$ cat src/hw/rtl/ier_pkg.sv
`timescale 1ns / 1ps

package ier_pkg;

  localparam int HdrLen   = 42;
  localparam int IpEnd    = 34;
  localparam int PosW     = 6;
  localparam int CountW   = 64;
  localparam int KeyW     = 32;

  localparam logic [7:0]  EtherTypeHi = 8'h08;
  localparam logic [7:0]  EtherTypeLo = 8'h00;
  localparam logic [7:0]  ProtoIcmp   = 8'd1;
  localparam logic [7:0]  TypeEchoReq = 8'd8;
  localparam logic [7:0]  TypeEchoRep = 8'd0;
  // ones-complement of the type/code word change 0x0800 -> 0x0000
  localparam logic [15:0] ChkAdj      = 16'hF7FF;

  typedef struct packed {
    logic [7:0]        data;
    logic              last;
    logic              verdict;
    logic [CountW-1:0] count;
  } item_t;

  typedef struct packed {
    logic            valid;
    logic [KeyW-1:0] key;
  } lkup_req_t;

  typedef struct packed {
    logic              done;
    logic [CountW-1:0] count;
  } lkup_rsp_t;

  typedef enum logic [1:0] {
    F_COLLECT,
    F_WAIT,
    F_EMIT,
    F_PASS
  } front_state_t;

  typedef enum logic [1:0] {
    T_IDLE,
    T_READ,
    T_CMP,
    T_CNT
  } tbl_state_t;

  typedef enum logic [0:0] {
    T_HIT,
    T_NEW
  } tbl_kind_t;

endpackage

$ cat src/hw/rtl/ier_front.sv
`timescale 1ns / 1ps

module ier_front (
  input  logic               clk,
  input  logic               rst_n,
  input  logic               in_valid,
  output logic               in_ready,
  input  logic [7:0]         in_byte,
  input  logic               in_last,
  output logic               push,
  output ier_pkg::item_t     push_item,
  input  logic               fifo_full,
  output ier_pkg::lkup_req_t req,
  input  ier_pkg::lkup_rsp_t rsp
);

  localparam int HL = ier_pkg::HdrLen;
  localparam int PW = ier_pkg::PosW;

  ier_pkg::front_state_t      state_r, state_nxt;
  logic [PW-1:0]              pos_r, pos_nxt;
  logic [PW-1:0]              left_r, left_nxt;
  logic                       last_seen_r, last_seen_nxt;
  logic                       pending_r, pending_nxt;
  logic                       reply_r, reply_nxt;
  logic [ier_pkg::CountW-1:0] count_r, count_nxt;
  logic [7:0]                 hdr_r [HL];
  logic [7:0]                 rw [HL];

  logic        hdr_we, shift, rewrite;
  logic [16:0] sum0;
  logic [16:0] sum1;
  logic [15:0] csum;

  // incremental checksum update, end-around carry
  always_comb begin
    sum0 = {1'b0, ~{hdr_r[36], hdr_r[37]}} + {1'b0, ier_pkg::ChkAdj};
    sum1 = {1'b0, sum0[15:0]} + {16'd0, sum0[16]};
    csum = ~(sum1[15:0] + {15'd0, sum1[16]});
  end

  // echo reply header: swap macs and ips, type to reply, updated checksum
  always_comb begin
    for (int i = 0; i < HL; i++) begin
      rw[i] = hdr_r[i];
    end
    for (int i = 0; i < 6; i++) begin
      rw[i]     = hdr_r[i + 6];
      rw[i + 6] = hdr_r[i];
    end
    for (int i = 0; i < 4; i++) begin
      rw[26 + i] = hdr_r[30 + i];
      rw[30 + i] = hdr_r[26 + i];
    end
    rw[34] = ier_pkg::TypeEchoRep;
    rw[36] = csum[15:8];
    rw[37] = csum[7:0];
  end

  always_comb begin
    state_nxt     = state_r;
    pos_nxt       = pos_r;
    left_nxt      = left_r;
    last_seen_nxt = last_seen_r;
    pending_nxt   = pending_r;
    reply_nxt     = reply_r;
    count_nxt     = count_r;
    in_ready      = 1'b0;
    push          = 1'b0;
    push_item     = '{data: hdr_r[0], last: last_seen_r && (left_r == PW'(1)),
                      verdict: reply_r, count: count_r};
    req.valid     = 1'b0;
    req.key       = {hdr_r[26], hdr_r[27], hdr_r[28], hdr_r[29]};
    hdr_we        = 1'b0;
    shift         = 1'b0;
    rewrite       = 1'b0;

    if (rsp.done) begin
      pending_nxt = 1'b0;
      count_nxt   = rsp.count;
    end

    case (state_r)
      ier_pkg::F_COLLECT: begin
        in_ready = 1'b1;
        if (in_valid) begin
          hdr_we  = 1'b1;
          pos_nxt = pos_r + 1'b1;
          // the byte completing the ip header arrives now
          if (pos_r == PW'(ier_pkg::IpEnd - 1) && hdr_r[12] == ier_pkg::EtherTypeHi &&
              hdr_r[13] == ier_pkg::EtherTypeLo && hdr_r[23] == ier_pkg::ProtoIcmp) begin
            req.valid   = 1'b1;
            pending_nxt = 1'b1;
          end
          if (in_last || pos_r == PW'(HL - 1)) begin
            last_seen_nxt = in_last;
            state_nxt     = ier_pkg::F_WAIT;
          end
        end
      end
      ier_pkg::F_WAIT: begin
        if (!pending_r) begin
          rewrite   = (pos_r == PW'(HL)) && (count_r != '0) &&
                      (hdr_r[34] == ier_pkg::TypeEchoReq);
          reply_nxt = rewrite;
          left_nxt  = pos_r;
          state_nxt = ier_pkg::F_EMIT;
        end
      end
      ier_pkg::F_EMIT: begin
        if (!fifo_full) begin
          push     = 1'b1;
          shift    = 1'b1;
          left_nxt = left_r - 1'b1;
          if (left_r == PW'(1)) begin
            if (last_seen_r) begin
              pos_nxt       = '0;
              reply_nxt     = 1'b0;
              count_nxt     = '0;
              last_seen_nxt = 1'b0;
              state_nxt     = ier_pkg::F_COLLECT;
            end else begin
              state_nxt = ier_pkg::F_PASS;
            end
          end
        end
      end
      ier_pkg::F_PASS: begin
        in_ready  = !fifo_full;
        push      = in_valid && !fifo_full;
        push_item = '{data: in_byte, last: in_last, verdict: reply_r, count: count_r};
        if (push && in_last) begin
          pos_nxt       = '0;
          reply_nxt     = 1'b0;
          count_nxt     = '0;
          last_seen_nxt = 1'b0;
          state_nxt     = ier_pkg::F_COLLECT;
        end
      end
      default: state_nxt = ier_pkg::F_COLLECT;
    endcase
  end

  always_ff @(posedge clk) begin
    if (!rst_n) begin
      state_r     <= ier_pkg::F_COLLECT;
      pos_r       <= '0;
      left_r      <= '0;
      last_seen_r <= 1'b0;
      pending_r   <= 1'b0;
      reply_r     <= 1'b0;
      count_r     <= '0;
    end else begin
      state_r     <= state_nxt;
      pos_r       <= pos_nxt;
      left_r      <= left_nxt;
      last_seen_r <= last_seen_nxt;
      pending_r   <= pending_nxt;
      reply_r     <= reply_nxt;
      count_r     <= count_nxt;
    end
  end

  // header line: written by position, loaded with the reply rewrite, shifted toward entry 0 while emitting
  always_ff @(posedge clk) begin
    for (int i = 0; i < HL; i++) begin
      if (rewrite) begin
        hdr_r[i] <= rw[i];
      end else if (shift) begin
        if (i < HL - 1) begin
          hdr_r[i] <= hdr_r[(i < HL - 1) ? i + 1 : i];
        end
      end else if (hdr_we && pos_r == PW'(i)) begin
        hdr_r[i] <= in_byte;
      end
    end
  end

endmodule

$ cat config.mk
export PLATFORM = sky130hd
export DESIGN_NAME = ier_front
export DESIGN_NICKNAME = d
export VERILOG_FILES = /design/src/hw/rtl/ier_pkg.sv /design/src/hw/rtl/ier_front.sv
export SDC_FILE = /design/constraint.sdc
export NUM_CORES = 1
export LEC_CHECK = 0
export BUFFER_PORTS_ARGS = -buffer_cell sky130_fd_sc_hd__buf_2
export CELL_PAD_IN_SITES_DETAIL_PLACEMENT = 0
export CELL_PAD_IN_SITES_GLOBAL_PLACEMENT = 1
export CORE_ASPECT_RATIO = 0.9
export CORE_MARGIN = 2
export CORE_UTILIZATION = 44
export CTS_CLUSTER_SIZE = 40
export DETAILED_ROUTE_END_ITERATION = 16
export PLACE_DENSITY_LB_ADDON = 0.08
export SLEW_MARGIN = 15
export SYNTH_ARGS = -nofsm -noshare
export SYNTH_HDL_FRONTEND = slang
export SYNTH_SLANG_ARGS = --single-unit
$ cat constraint.sdc
create_clock -name clk -period 5.4 [get_ports clk]
set_clock_uncertainty 0.05 [all_clocks]
set_input_delay 0.81 -clock clk [delete_from_list [all_inputs] [get_ports clk]]
set_output_delay 0.81 -clock clk [all_outputs]
set_load 0.02 [all_outputs]
==> results.cfg <==
[finish]
multi_input_area_um2 = 8740
nNetsFinal = 2050
syn_to_final_growth_pct = 13.4
drive_gt1_share_pct = 25.9
seq_area_um2 = 11700
nFillCells = 4209

[drt]
dr.pass1.iters = 5
ant_nets = 0
drc = 0
totalWireLength_um = 59200
via_per_inst = 5.57
vias = 14600
wl_per_cell_um = 22.6
drtIter0Drc = 1076

[yosys]
netlist_instances = 1825
yosys_warnings = 0
syn_area_um2 = 21200
yosysUniqueCellTypes = 76
async_flop_share_pct = 0
post-synth-top-area-cell = edfxtp_1
synth-main-ff-cell = edfxtp_1
synth_edf_count = 336
synth_nets = 1918
ys_seq_area_share_pct = 55.2
synth_area_leaders = edfxtp_1 48%, mux2i_1 11%, mux2_2 8.0%
yosys_register_bits = 417
syn_area_per_cell_um2 = 11.6
yosysTopAreaCellShare_pct = 47.5

[setup_path]
cp-startpoint = hdr_r[2][41]$_DFFE_PP_
required_ps = 5780
arrival_ps = 5490
critical_path_class = reg -> reg
reg2reg_from = hdr_r[2][41]$_DFFE_PP_
cp-start-kind = register
end_kind = register
worst-path-max-fanout = 6

[sta]
setup_viol = 0
worst_pin_slew_ps = 1130
hold_viol_final = 0
rsz0062_at_grt = no
relSlewSlack_pct = 24.1
tns_ps = 0
layout_min_cycle_time_ps = 5110
finalCritPeriodShare_pct = 94.7
fmaxAchievable_mhz = 196
slew_viol_final = 0

[floorplan]
rows = 76
fp.coreArea_um2 = 47700
start_util_pct = 44.5
die_h_um = 212
die_area_um2 = 50000
die_x_um = 236
ios = 187

[worst_hold_path]
min-delay-start = rsp[49]
min_path_type = in -> reg

[global_route]
grt_pass1_vias = 13900
grt_pass1_wl_um = 89300
grt_max_degree = 77
grt_usage_pct = 23.5
gr-total-overflow = 0
antenna_found_initial = 4

[power]
ir_drop_uv = 234
power_mw = 8.34
p_per_area_nw_per_um2 = 346
p_leak_nw = 8.43

[place]
place_congestion = 0.866
dpl.hpwl_um = 41300
portBuffers = 186

[clocking]
insertion_delay_ps = 590
cts_root_buf = clkbuf_16
numCtsBuffers = 46
cts_tree = done
hold_buffers = 0
cts_sinks = 417
clkTransAtPathRegs_ps = 70
cts.path.max_buffers = 3
cts.htree.levels = 2

[job]
maxCapViolCount = 0

[outcome]
status = finished clean
## Yosys cell counts (all sizes together) (3+ instances only)
| library cell | n |
|---|---|
| a22oi | 11 |
| mux2 | 151 |
| xor2 | 12 |
| inv | 15 |
| nor2b | 9 |
| a211o | 4 |
| a21oi | 24 |
| o31ai | 4 |
| ha | 15 |
| nand2b | 14 |
| nor4b | 5 |
| edfxtp | 336 |
| nand2 | 216 |
| nand3 | 16 |
| nor4 | 30 |
| a2111oi | 3 |
| o21ai | 204 |
| nand4b | 3 |
| nor3 | 35 |
| nand4 | 17 |
| mux2i | 224 |
| or3 | 11 |
| buf | 70 |
| dfxtp | 81 |
| o22ai | 3 |
| or2 | 15 |
| a22o | 9 |
| nor2 | 124 |
| a211oi | 6 |
| and3 | 6 |
| xnor2 | 25 |
| and2 | 6 |
| clkbuf | 86 |
| a31oi | 4 |
| a21boi | 4 |
## sequential cells by signal (all words and copies together), names as in the netlist
register	count
left_r	6
reply_r	1
pending_r	1
pos_r	6
last_seen_r	1
state_r	2
hdr_r	336
count_r	64
## logic make-up after synthesis
| family | after synthesis | synth area share [%] |
|---|---|---|
| buffers and inverters | 171 | 3.88 |
| AO/OA/AOI/OAI | 294 | 7.99 |
| XOR/XNOR | 37 | 1.72 |
| adder cells (fa/ha/maj) | 16 | 0.937 |
| flip-flops | 417 | 55.2 |
| AND/OR/NAND/NOR | 515 | 11.7 |
| multiplexers | 375 | 18.6 |
## what timing repair did
| action | 4_1_cts | 5_1_grt |
|---|---|---|
| endpoints found under the hold margin | 0 | 0 |
| setup endpoints to repair | 0 | 4 |
| buffers inserted | 0 | 4 |
| gates resized for setup | 0 | 2 |
## per-stage QoR
stage | utilization (%) | hold WS [ps] | worst slack (ps) | instances | instance area, um^2
after floorplan | - | 422 | 407 | 1825 | 21200
final | 50.4 | 417 | 287 | 2621 | 24100
after CTS | 50.3 | 380 | 227 | 2615 | 24000
after global routing | 50.4 | 395 | 47.0 | 2621 | 24100
after detailed placement | 47.3 | 459 | 254 | 2529 | 22600
after global placement | 47.3 | 444 | 396 | 2529 | 22600
## power breakdown
part / internal [mW] / total (mW) / switching [mW]
Combinational: 0.468 / 1.35 / 0.887
Clock: 1.74 / 3.06 / 1.32
Sequential: 3.77 / 3.92 / 0.152
Total: 5.97 / 8.34 / 2.36
## worst max-delay path, cell delays in order (launching register included)
cell	delay [ps]
edfxtp_1	430
ha_1	220
nand4_1	180
o31a_1	230
nand4bb_1	160
ha_1	210
ha_1	240
or4b_1	470
o31ai_2	110
and2_1	240
nand4_2	130
nor4_1	330
buf_4	180
ha_1	160
nand3_1	190
nor4_4	400
nand4_4	210
maj3_2	350
or3_1	300
a31oi_1	170
## layout by cell type (no fill, tap or decap), types with 14 or more instances in the layout
master | Yosys | routed
a21oi_1 | 23 | 23
buf_2 | 26 | 185
buf_4 | 38 | 54
clkbuf_16 | 0 | 46
dfxtp_1 | 81 | 81
edfxtp_1 | 336 | 336
ha_1 | 15 | 15
inv_1 | 15 | 15
mux2_2 | 151 | 151
mux2i_1 | 224 | 224
nand2_1 | 215 | 215
nand2b_1 | 14 | 14
nand3_1 | 15 | 15
nand4_1 | 14 | 14
nor2_1 | 115 | 114
nor3_1 | 25 | 23
nor4_1 | 28 | 27
o21ai_0 | 201 | 190
xnor2_1 | 21 | 21
## path summary, 6_finish.rpt
check / to / slack (ps) / depth (start not counted)
max: hdr_r[2][36]$_DFFE_PP_ / 290 / 19
min: count_r[49]$_SDFF_PN0_ / 420 / 3
max reg2reg: hdr_r[2][36]$_DFFE_PP_ / 290 / 19
min reg2reg: state_r[1]$_SDFFE_PN0P_ / 460 / 2
## cell type report
cell class                 instances  share of cell area [%]
sequential                       417                    48.6
multi-input combinational       1237                    36.3
timing repair buffer             240                    5.61
clock buffer                      60                    5.04
tap                              624                    3.24
clock inverter                    26                   0.925
inverter                          15                   0.234
antenna                            2                  0.0208
## per-layer routing
metal	vias up	GRT usage, %	wire length (um)
met1	7159	35.5	28900
met3	55	5.04	4010
li1	6948	-	-
met4	0	5.29	991
met2	450	34.3	25300
met5	-	0	0
Power figures use the tool's default switching activity.
