<file path="config.mk">
export PLATFORM = sky130hd
export DESIGN_NAME = ier_fifo
export DESIGN_NICKNAME = d
export VERILOG_FILES = /design/src/hw/rtl/ier_pkg.sv /design/src/hw/rtl/ier_fifo.sv
export SDC_FILE = /design/constraint.sdc
export NUM_CORES = 1
export LEC_CHECK = 0
export BUFFER_PORTS_ARGS = -buffer_cell sky130_fd_sc_hd__buf_2
export CAP_MARGIN = 20
export CORE_ASPECT_RATIO = 0.6
export CORE_MARGIN = 2
export CORE_UTILIZATION = 36
export DETAILED_ROUTE_END_ITERATION = 8
export PLACE_DENSITY = 0.58
export REMOVE_ABC_BUFFERS = 1
export SETUP_SLACK_MARGIN = 0.5
export SLEW_MARGIN = 25
export SYNTH_ARGS = -nofsm -noshare
export SYNTH_HDL_FRONTEND = slang
export SYNTH_SLANG_ARGS = --single-unit
</file>
<file path="constraint.sdc">
create_clock -name clk -period 2.96 [get_ports clk]
set_input_delay 0.592 -clock clk [delete_from_list [all_inputs] [get_ports clk]]
set_output_delay 0.592 -clock clk [all_outputs]
set_load 0.1 [all_outputs]
</file>
<file path="src/hw/rtl/ier_pkg.sv">
`timescale 1ns / 1ps

package ier_pkg;

  localparam int HdrLen   = 42;
  localparam int IpEnd    = 34;
  localparam int PosW     = 6;
  localparam int CountW   = 64;
  localparam int KeyW     = 32;

  localparam logic [7:0]  EtherTypeHi = 8'h08;
  localparam logic [7:0]  EtherTypeLo = 8'h00;
  localparam logic [7:0]  ProtoIcmp   = 8'd1;
  localparam logic [7:0]  TypeEchoReq = 8'd8;
  localparam logic [7:0]  TypeEchoRep = 8'd0;
  // ones-complement of the type/code word change 0x0800 -> 0x0000
  localparam logic [15:0] ChkAdj      = 16'hF7FF;

  typedef struct packed {
    logic [7:0]        data;
    logic              last;
    logic              verdict;
    logic [CountW-1:0] count;
  } item_t;

  typedef struct packed {
    logic            valid;
    logic [KeyW-1:0] key;
  } lkup_req_t;

  typedef struct packed {
    logic              done;
    logic [CountW-1:0] count;
  } lkup_rsp_t;

  typedef enum logic [1:0] {
    F_COLLECT,
    F_WAIT,
    F_EMIT,
    F_PASS
  } front_state_t;

  typedef enum logic [1:0] {
    T_IDLE,
    T_READ,
    T_CMP,
    T_CNT
  } tbl_state_t;

  typedef enum logic [0:0] {
    T_HIT,
    T_NEW
  } tbl_kind_t;

endpackage

</file>
<file path="src/hw/rtl/ier_fifo.sv">
`timescale 1ns / 1ps

module ier_fifo (
  input  logic           clk,
  input  logic           rst_n,
  input  logic           push,
  input  ier_pkg::item_t push_item,
  output logic           full,
  output logic           out_valid,
  input  logic           out_ready,
  output ier_pkg::item_t head
);

  localparam int Depth = 4;
  localparam int AW    = $clog2(Depth);

  ier_pkg::item_t mem_r [Depth];
  logic [AW-1:0]  wp_r, wp_nxt;
  logic [AW-1:0]  rp_r, rp_nxt;
  logic [AW:0]    cnt_r, cnt_nxt;
  logic           pop;

  assign full      = (cnt_r == (AW+1)'(Depth));
  assign out_valid = (cnt_r != '0);
  assign pop       = out_valid && out_ready;
  assign head      = mem_r[rp_r];

  always_comb begin
    wp_nxt  = push ? wp_r + 1'b1 : wp_r;
    rp_nxt  = pop ? rp_r + 1'b1 : rp_r;
    cnt_nxt = cnt_r + (AW+1)'(push) - (AW+1)'(pop);
  end

  always_ff @(posedge clk) begin
    if (!rst_n) begin
      wp_r  <= '0;
      rp_r  <= '0;
      cnt_r <= '0;
    end else begin
      wp_r  <= wp_nxt;
      rp_r  <= rp_nxt;
      cnt_r <= cnt_nxt;
    end
  end

  always_ff @(posedge clk) begin
    if (push) begin
      mem_r[wp_r] <= push_item;
    end
  end

endmodule

</file>
==> out/qor.yml, run 1 <==
outcome:
  status: "complete, no violations"
final_layout:
  final_nets: 708
  instances_no_fill: 1050
  post-route-util: 0.4693
  area_growth_pct: 27.14
  drive_gt1_frac: 0.4594
floorplan:
  start_util: 0.3691
  ioPinCount: 154
  core-area_um2: 30230
  die_x_um: 231.3
  die_y_um: 140.4
  dieArea_um2: 32460
  rows: 49
timing:
  maxSlewViolCount: 0
  setup_slack_ns: 0.3145
  period_needed_ns: 2.646
  tns_ns: 0
  setup_violations: 0
  hold_ws_ns: 0.2584
  rsz0062_at_grt: "yes"
  max_freq_mhz: 378.0
  min_period_over_period: 0.8938
  worstMarginPinSlew_ns: 0.5498
  finalHoldViolations: 0
  slew_headroom: 0.6335
  finClkSkew_ns: 0.01376
drt:
  num_vias: 5086
  antenna_left: 0
  first_pass_iters: 4
  drt_iter0_markers: 313
  wl_per_cell_um: 21.96
  viasPerCell: 4.844
  drc: 0
  totalWireLength_um: 23060
placed_design:
  dp_hpwl_um: 12820
  gp_congestion: 0.7347
  portBuffers: 153
  place_inst: 988
  dp_slack_ns: 0.6956
yosys:
  synth_cells: 431
  synth_compound_area_frac: 0.001570
  yosys.area_share.simple: 0.007963
  avgSynthCellArea_um2: 25.88
  synth_mux_area_frac: 0.1530
  async_reset_ff_frac: 0
  yosys_warnings: 0
  synth_top_area_frac: 0.7968
  ys_ff_latch: 305
  synth_top_family_by_area: "multiplexers"
  syn_area_um2: 11160
  synth_xor_area_frac: 0.002804
  synth_edf_count: 296
  yosysSeqAreaShare: 0.8129
  synth_area_leaders: "edfxtp_1 (80%), mux4_2 (15%), dfxtp_1 (1.6%)"
  synth.distinct_cells: 21
  synthAdderAreaFrac: 0.008524
  synth_top_cell_by_area: "edfxtp_1"
  ys_top_cells_by_count: "edfxtp_1 (296), mux4_2 (74), dfxtp_1 (9)"
  yosysMostFrequentCell: "edfxtp_1"
  synthFlopType: "edfxtp_1"
worst_hold_path:
  holdPathEnd: "mem_r[1][39]"
  min_path_cells: 1
  hold_path_class: "in -> reg"
  holdCritStartpoint: "push_item[39]"
critical_path:
  rrSetupSlack_ns: 0.88
  path_class: "reg -> out"
  end_kind: "output pin"
  cp_slowest_cell: "mux4_2"
  worstPathRequired_ns: 2.37
  rr_startpoint: "cnt_r[1]"
  slowest_delay_ns: 0.57
  arrival_ns: 2.05
  path_cells: "buf_12 > buf_16 > mux4_2 > buf_8"
  reg2reg_depth: 7
  worstSetupStartpointType: "flop"
  cp_max_fo: 6
  rr_endpoint: "cnt_r[2]"
cts:
  path_clk_slew_ns: 0.07
  cts_sinks: 305
  htreeDepth: 1
  max-clock-path-buffers: 3
  cts_tree: "built"
  numCtsBuffers: 28
  root_buffer: "clkbuf_16"
  insertion_delay_ns: 0.55
pwr:
  p_seq_frac: 0.370
  power_density_nw_per_um2: 963.8
  intPower_mw: 8.594
  clkPwrFrac: 0.250
  ir_worst_vdd_uv: 570.5
  switching_share: 0.3714
  pwr-share-comb: 0.380
  p_sw_mw: 5.077
  power.leakage_nw: 4.763
global_routing:
  antenna_found_initial: 2
  grt_pass1_vias: 5403
  grt_usage: 0.1416
  grt_max_degree: 49
  gr-total-overflow: 0
  grt_pass1_wl_um: 33880
flow_run:
  max_cap_violations: 0
## cell usage in the layout, fill, tap and decap left out, types with 7 or more instances in the layout
cell type and n:
edfxtp_1 296, buf_2 79, mux4_2 74, buf_6 52
clkbuf_16 32, buf_4 16, buf_12 13, buf_16 8
dfxtp_1 7, buf_8 7
## worst max path at each step
stage	startpoint	to
2_1_floorplan	flop	head[0]
3_3_place_gp	flop	head[20]
3_5_place_dp	flop	head[20]
4_1_cts	flop	head[36]
5_1_grt	flop	head[36]
6_report	flop	head[20]
## registers in the layout (all words and copies together), names as in the netlist, named ones only
| register | flops |
|---|---|
| mem_r | 296 |
| cnt_r | 3 |
| rp_r | 2 |
| wp_r | 2 |
## per-stage QoR
step / cell area [µm²] / total power, mW
final: 14180 / 13.67
after global routing: 14180 / 14.14
after CTS: 14060 / 13.71
after detailed placement: 12510 / 9.456
after global placement: 12510 / 9.409
after floorplan: 11030 / 8.722
## worst max-delay path, delay by kind of cell (launching register included)
kind	cells	cell delay, ns
mux	1	0.57
buf+inv	3	0.48
flops	1	0.44
## timing repair
| item | in CTS | in global routing |
|---|---|---|
| gates resized for setup | 150 | 7 |
| hold endpoints to repair | 0 | 0 |
| hold buffers | 0 | 0 |
| buffers inserted | 3 | 1 |
| setup endpoints to repair | 74 | 74 |
| gates cloned | 6 | 3 |
## layout make-up
cell class              count  area [µm²]
diodes                      2       5.005
clock buffers              35       748.2
clock inverters            12       110.1
fillers                  2471       16040
inverters                   6       22.52
multi-input cells         104        1949
flip-flops and latches    305        9076
well taps                 408       510.5
repair buffers            178        1762
## power groups by stage
stage / sequential [mW] / combinational [mW] / clock, mW
6_report: 5.06 / 5.19 / 3.42
3_5_place_dp: 5.14 / 4.31 / 0
4_1_cts: 5.07 / 5.13 / 3.51
2_1_floorplan: 5.32 / 3.40 / 0
5_1_grt: 5.08 / 5.39 / 3.67
3_3_place_gp: 5.13 / 4.28 / 0
## routing by layer
metal,part of all wire,vias to the layer above,track usage,wire length [µm]
li1,-,2238,-,-
met1,0.46,2674,0.2017,10540
met2,0.46,142,0.2182,10640
met3,0.067,32,0.04011,1536
met4,0.015,0,0.03056,349
met5,0,-,0,0
## cell families (layout without fill, tap and decap cells)
kind of cell | count (synthesis) | count (layout)
AO/OA/AOI/OAI | 2 | 2
XOR/XNOR | 2 | 2
adder cells (fa/ha/maj) | 7 | 7
buffers and inverters | 22 | 231
flip-flops | 305 | 305
multiplexers | 78 | 78
other | 0 | 2
AND/OR/NAND/NOR | 15 | 15
(Power assumes the default switching activity.)
==> run 2: changes to the inputs <==
Settings changed: CORE_ASPECT_RATIO 0.6 to default.
==> out/qor.yml, run 2 (synthesis results as in run 1) <==
final_layout:
  reg_top3: "mem_r: 296 flops, cnt_r: 3 flops"
  final_cell_mix: "edfxtp_1 (296), buf_2 (79), mux4_2 (74)"
  largest_register_ffs: 296
  fillers: 2518
  area_growth_pct: 30.22
  final_nets: 722
  layout_commonest_cell: "edfxtp_1"
  fin_area_um2: 14530
  drive_gt1_frac: 0.4712
  regMostFlops: "mem_r"
critical_path:
  reg2reg_depth: 7
  path_delay_family: "buffers and inverters"
  worstSetupStartpointType: "flop"
  arrival_ns: 2.03
  cp_slowest_cell: "mux4_2"
  path_buf_inv: 4
  crit_top_cell: "buf_12"
  rrSetupSlack_ns: 0.86
  rr_startpoint: "cnt_r[1]"
  slowest_delay_ns: 0.55
  path_cells: "buf_12 > buf_12 > buf_16 > mux4_2 > buf_8"
  rr_endpoint: "cnt_r[2]"
  cp_max_fo: 9
  worstPathRequired_ns: 2.37
  path_class: "reg -> out"
  end_kind: "output pin"
floorplan:
  dieArea_um2: 32410
  ioPinCount: 154
  core-area_um2: 30590
  rows: 64
  die_x_um: 180.0
  die_y_um: 180.0
  start_util: 0.3647
timing:
  max_freq_mhz: 381.5
  hold_ws_ns: 0.3055
  min_period_over_period: 0.8855
  setup_violations: 0
  period_needed_ns: 2.621
  slew_headroom: 0.6289
  finalHoldViolations: 0
  tns_ns: 0
  finClkSkew_ns: 0.01144
  rsz0062_at_grt: "yes"
  worstMarginPinSlew_ns: 0.5497
  maxSlewViolCount: 0
worst_hold_path:
  holdCritStartpoint: "push_item[56]"
  holdPathEnd: "mem_r[0][56]"
  min_path_cells: 1
  hold_path_class: "in -> reg"
cts:
  path_clk_slew_ns: 0.06
  cts_tree: "built"
  insertion_delay_ns: 0.50
  cts_sinks: 305
  numCtsBuffers: 35
  max-clock-path-buffers: 3
  htreeDepth: 2
  root_buffer: "clkbuf_16"
pwr:
  power.leakage_nw: 4.939
  power_density_nw_per_um2: 988.4
  intPower_mw: 9.145
  p_seq_frac: 0.352
  clkPwrFrac: 0.279
  switching_share: 0.3631
  p_sw_mw: 5.213
  pwr-share-comb: 0.369
  ir_worst_vdd_uv: 784.6
global_routing:
  grt_use_met2: 0.2311
  grt_pass1_wl_um: 35200
  grt_pass1_vias: 5665
  met1_usage: 0.1951
  grt_util_met3: 0.04244
  grt_busiest_layer: "met2"
  gr-total-overflow: 0
  grt_usage: 0.1439
  grt_max_degree: 38
  antenna_found_initial: 3
drt:
  viasPerCell: 4.940
  drc: 0
  first_pass_iters: 6
  totalWireLength_um: 23530
  antenna_left: 0
  wl_per_cell_um: 22.26
  drt_iter0_markers: 295
  num_vias: 5222
outcome:
  status: "complete, no violations"
placed_design:
  place_area_um2: 12510
  dp_hpwl_um: 13300
  portBuffers: 153
  gp_congestion: 0.6984
flow_run:
  max_cap_violations: 0
## run 2: metal layers
| layer | share of wire | routed length [µm] |
|---|---|---|
| met5 | 0.00068 | 16 |
| met1 | 0.43 | 10150 |
| met3 | 0.067 | 1587 |
| met4 | 0.017 | 389 |
| met2 | 0.48 | 11390 |
## run 2: power groups by stage
stage | clock network [mW] | logic (mW) | registers, mW
after detailed placement | 0 | 4.26 | 5.18
final | 4.00 | 5.30 | 5.06
after global placement | 0 | 4.23 | 5.17
after floorplan | 0 | 3.40 | 5.32
after global routing | 4.30 | 5.48 | 5.07
after CTS | 4.12 | 5.25 | 5.06
## run 2: area by class of cell
cell class,count,area (µm²),area share
Antenna cell,1,2.502,0.0001723
Clock buffer,44,929.6,0.06400
Clock inverter,16,135.1,0.009302
Inverter,6,22.52,0.001550
Multi-Input combinational cell,104,1949,0.1342
Sequential cell,305,9076,0.6248
Tap cell,396,495.5,0.03411
Timing Repair Buffer,185,1916,0.1319
## run 2: how the worst max path moves through the flow
stage	cells after the start	end	from	slack, ns
floorplan	1	head[0]	flop	-1.71
finish	5	head[45]	flop	0.34
global placement	3	head[2]	flop	0.55
CTS	5	head[45]	flop	0.30
global route	5	head[40]	flop	0.27
detailed placement	3	head[2]	flop	0.54
## run 2: worst register-to-register path, cell delays in order (launching register included)
cell     delay [ns]
dfxtp_1        0.34
o31a_1         0.37
ha_1           0.30
inv_1          0.04
ha_1           0.19
fa_1           0.41
xnor3_1        0.18
and2_1         0.16
## run 2: timing repair
action | 4_1_cts | 5_1_grt
resized for setup | 172 | 15
endpoints found under the setup margin | 74 | 74
buffers inserted | 7 | 3
hold buffers | 0 | 0
cloned | 7 | 1
## run 2: per-stage QoR
step                      power [mW]  utilization  worst slack [ns]  instances
final                          14.36       0.4749            0.3391       1057
after global routing           14.86       0.4748            0.2743       1056
after CTS                      14.43       0.4712            0.2957       1052
after detailed placement       9.450       0.4091            0.5422        978
after global placement         9.393       0.4091            0.5462        978
after floorplan                8.722            -            -1.707        415
==> run 3: changes to the inputs <==
Settings changed: CORE_UTILIZATION 36 to 57, PLACE_DENSITY 0.58 to 0.83.
==> out/qor.yml, run 3 (synthesis results as in run 1) <==
cts:
  htreeDepth: 1
  path_clk_slew_ns: 0.06
  cts_tree: "built"
  insertion_delay_ns: 0.54
  cts_sinks: 305
  root_buffer: "clkbuf_16"
  numCtsBuffers: 30
  cts_hold_buf: 0
  max-clock-path-buffers: 3
pwr:
  total_power_mw: 14.26
  intPower_mw: 9.132
  switching_share: 0.3597
  clkPwrFrac: 0.268
  pwr-share-comb: 0.377
  p_sw_mw: 5.131
  ir_worst_vdd_uv: 653.4
  power.leakage_nw: 4.903
  power_density_nw_per_um2: 998.5
  p_seq_frac: 0.355
floorplan:
  die_x_um: 143.9
  start_util: 0.5770
  dieArea_um2: 20710
  core-area_um2: 19330
  rows: 51
  die_y_um: 143.9
  ioPinCount: 154
final_layout:
  area_growth_pct: 28.04
  multi_input_area_um2: 1949
  largest_register_ffs: 296
  drive_gt1_frac: 0.4700
  final_cell_mix: "edfxtp_1 (296), buf_2 (79), mux4_2 (74)"
  regMostFlops: "mem_r"
  fillers: 1060
  final_nets: 715
  post-route-util: 0.7388
  reg_top3: "mem_r: 296 flops, cnt_r: 3 flops"
  layout_commonest_cell: "edfxtp_1"
  fin_area_um2: 14280
  register_area_um2: 9076
critical_path:
  rr_endpoint: "cnt_r[2]"
  arrival_ns: 2.04
  slowest_delay_ns: 0.57
  reg2reg_depth: 7
  rr_startpoint: "cnt_r[1]"
  cp_slowest_cell: "mux4_2"
  path_cells: "buf_6 > buf_12 > buf_16 > mux4_2 > buf_12"
  end_kind: "output pin"
  cp_max_fo: 8
  worstSetupStartpointType: "flop"
  path_class: "reg -> out"
  crit_top_cell: "buf_12"
  rrSetupSlack_ns: 0.80
  worstPathRequired_ns: 2.37
worst_hold_path:
  hold_path_class: "in -> reg"
  holdCritStartpoint: "push_item[65]"
  holdPathEnd: "mem_r[3][65]"
  min_path_cells: 1
global_routing:
  grt_usage: 0.2193
  grt_pass1_wl_um: 33070
  grt_pass1_vias: 5717
  gr-total-overflow: 0
  grt_max_degree: 46
  antenna_found_initial: 2
timing:
  period_needed_ns: 2.634
  maxSlewViolCount: 0
  finClkSkew_ns: 0.01478
  setup_slack_ns: 0.3263
  rsz0062_at_grt: "yes"
  finalHoldViolations: 0
  max_freq_mhz: 379.7
  min_period_over_period: 0.8898
  setup_violations: 0
  worstMarginPinSlew_ns: 0.6845
  slew_headroom: 0.5437
drt:
  totalWireLength_um: 22500
  drc: 0
  viasPerCell: 5.598
  antenna_left: 0
  wl_per_cell_um: 24.57
  drt_iter0_markers: 343
  first_pass_iters: 4
  num_vias: 5128
flow_run:
  max_cap_violations: 0
placed_design:
  dp_slack_ns: 0.7036
  portBuffers: 153
  place_area_um2: 12290
  dp_hpwl_um: 11890
  gp_congestion: 0.7274
outcome:
  status: "complete, no violations"
run 3: power by group through the flow:
stage                     Combinational, mW  Clock, mW  Sequential, mW
after floorplan                        3.40          0            5.32
after global placement                 4.18          0            5.13
after detailed placement               4.23          0            5.16
after CTS                              5.27       3.89            5.07
after global routing                   5.55       4.04            5.09
final                                  5.37       3.82            5.07
run 3: per-stage QoR:
| step | hold slack (ns) | setup TNS [ns] | std cells |
|---|---|---|---|
| finish | 0.2712 | 0 | 916 |
| global route | 0.2543 | 0 | 915 |
| global placement | 0.4652 | 0 | 845 |
| floorplan | 0.4489 | -126.33 | 415 |
| detailed placement | 0.4722 | 0 | 845 |
| CTS | 0.2454 | 0 | 911 |
run 3: cell type report:
type                            instances  share of cell area
Multi-Input combinational cell        104              0.1365
Inverter                                6            0.001577
Timing Repair Buffer                  183              0.1331
Clock inverter                         17             0.01472
Antenna cell                            2           0.0003504
Tap cell                              265             0.02321
Clock buffer                           34             0.05510
Sequential cell                       305              0.6354
run 3: metal layers:
layer  vias to the layer above  GRT usage  wire [µm]
met5                         -          0          0
met1                      2647     0.2695       8543
met3                        42    0.05032       1508
met4                         0    0.05470        529
met2                       187     0.3965      11920
li1                       2252          -          -
run 3: timing repair:
item / 4_1_cts / 5_1_grt
gates resized for setup: 178 / 8
endpoints found under the setup margin: 74 / 74
setup buffers: 7 / 0
cloned: 8 / 3
run 3: worst max path at each step:
stage                   start        to  slack (ns)  cells past startpoint
floorplan                flop   head[0]       -1.71                      1
global placement    out_ready  cnt_r[2]        0.76                      8
detailed placement  out_ready  cnt_r[2]        0.70                      8
CTS                      flop  head[65]        0.30                      5
global route             flop   head[2]        0.25                      5
finish                   flop   head[2]        0.33                      5
run 3: critical path: cells and delay by family (launching register included):
kind / cells / cell delay (ns)
flip-flops: 1 / 0.37
multiplexers: 1 / 0.57
buffers and inverters: 4 / 0.56
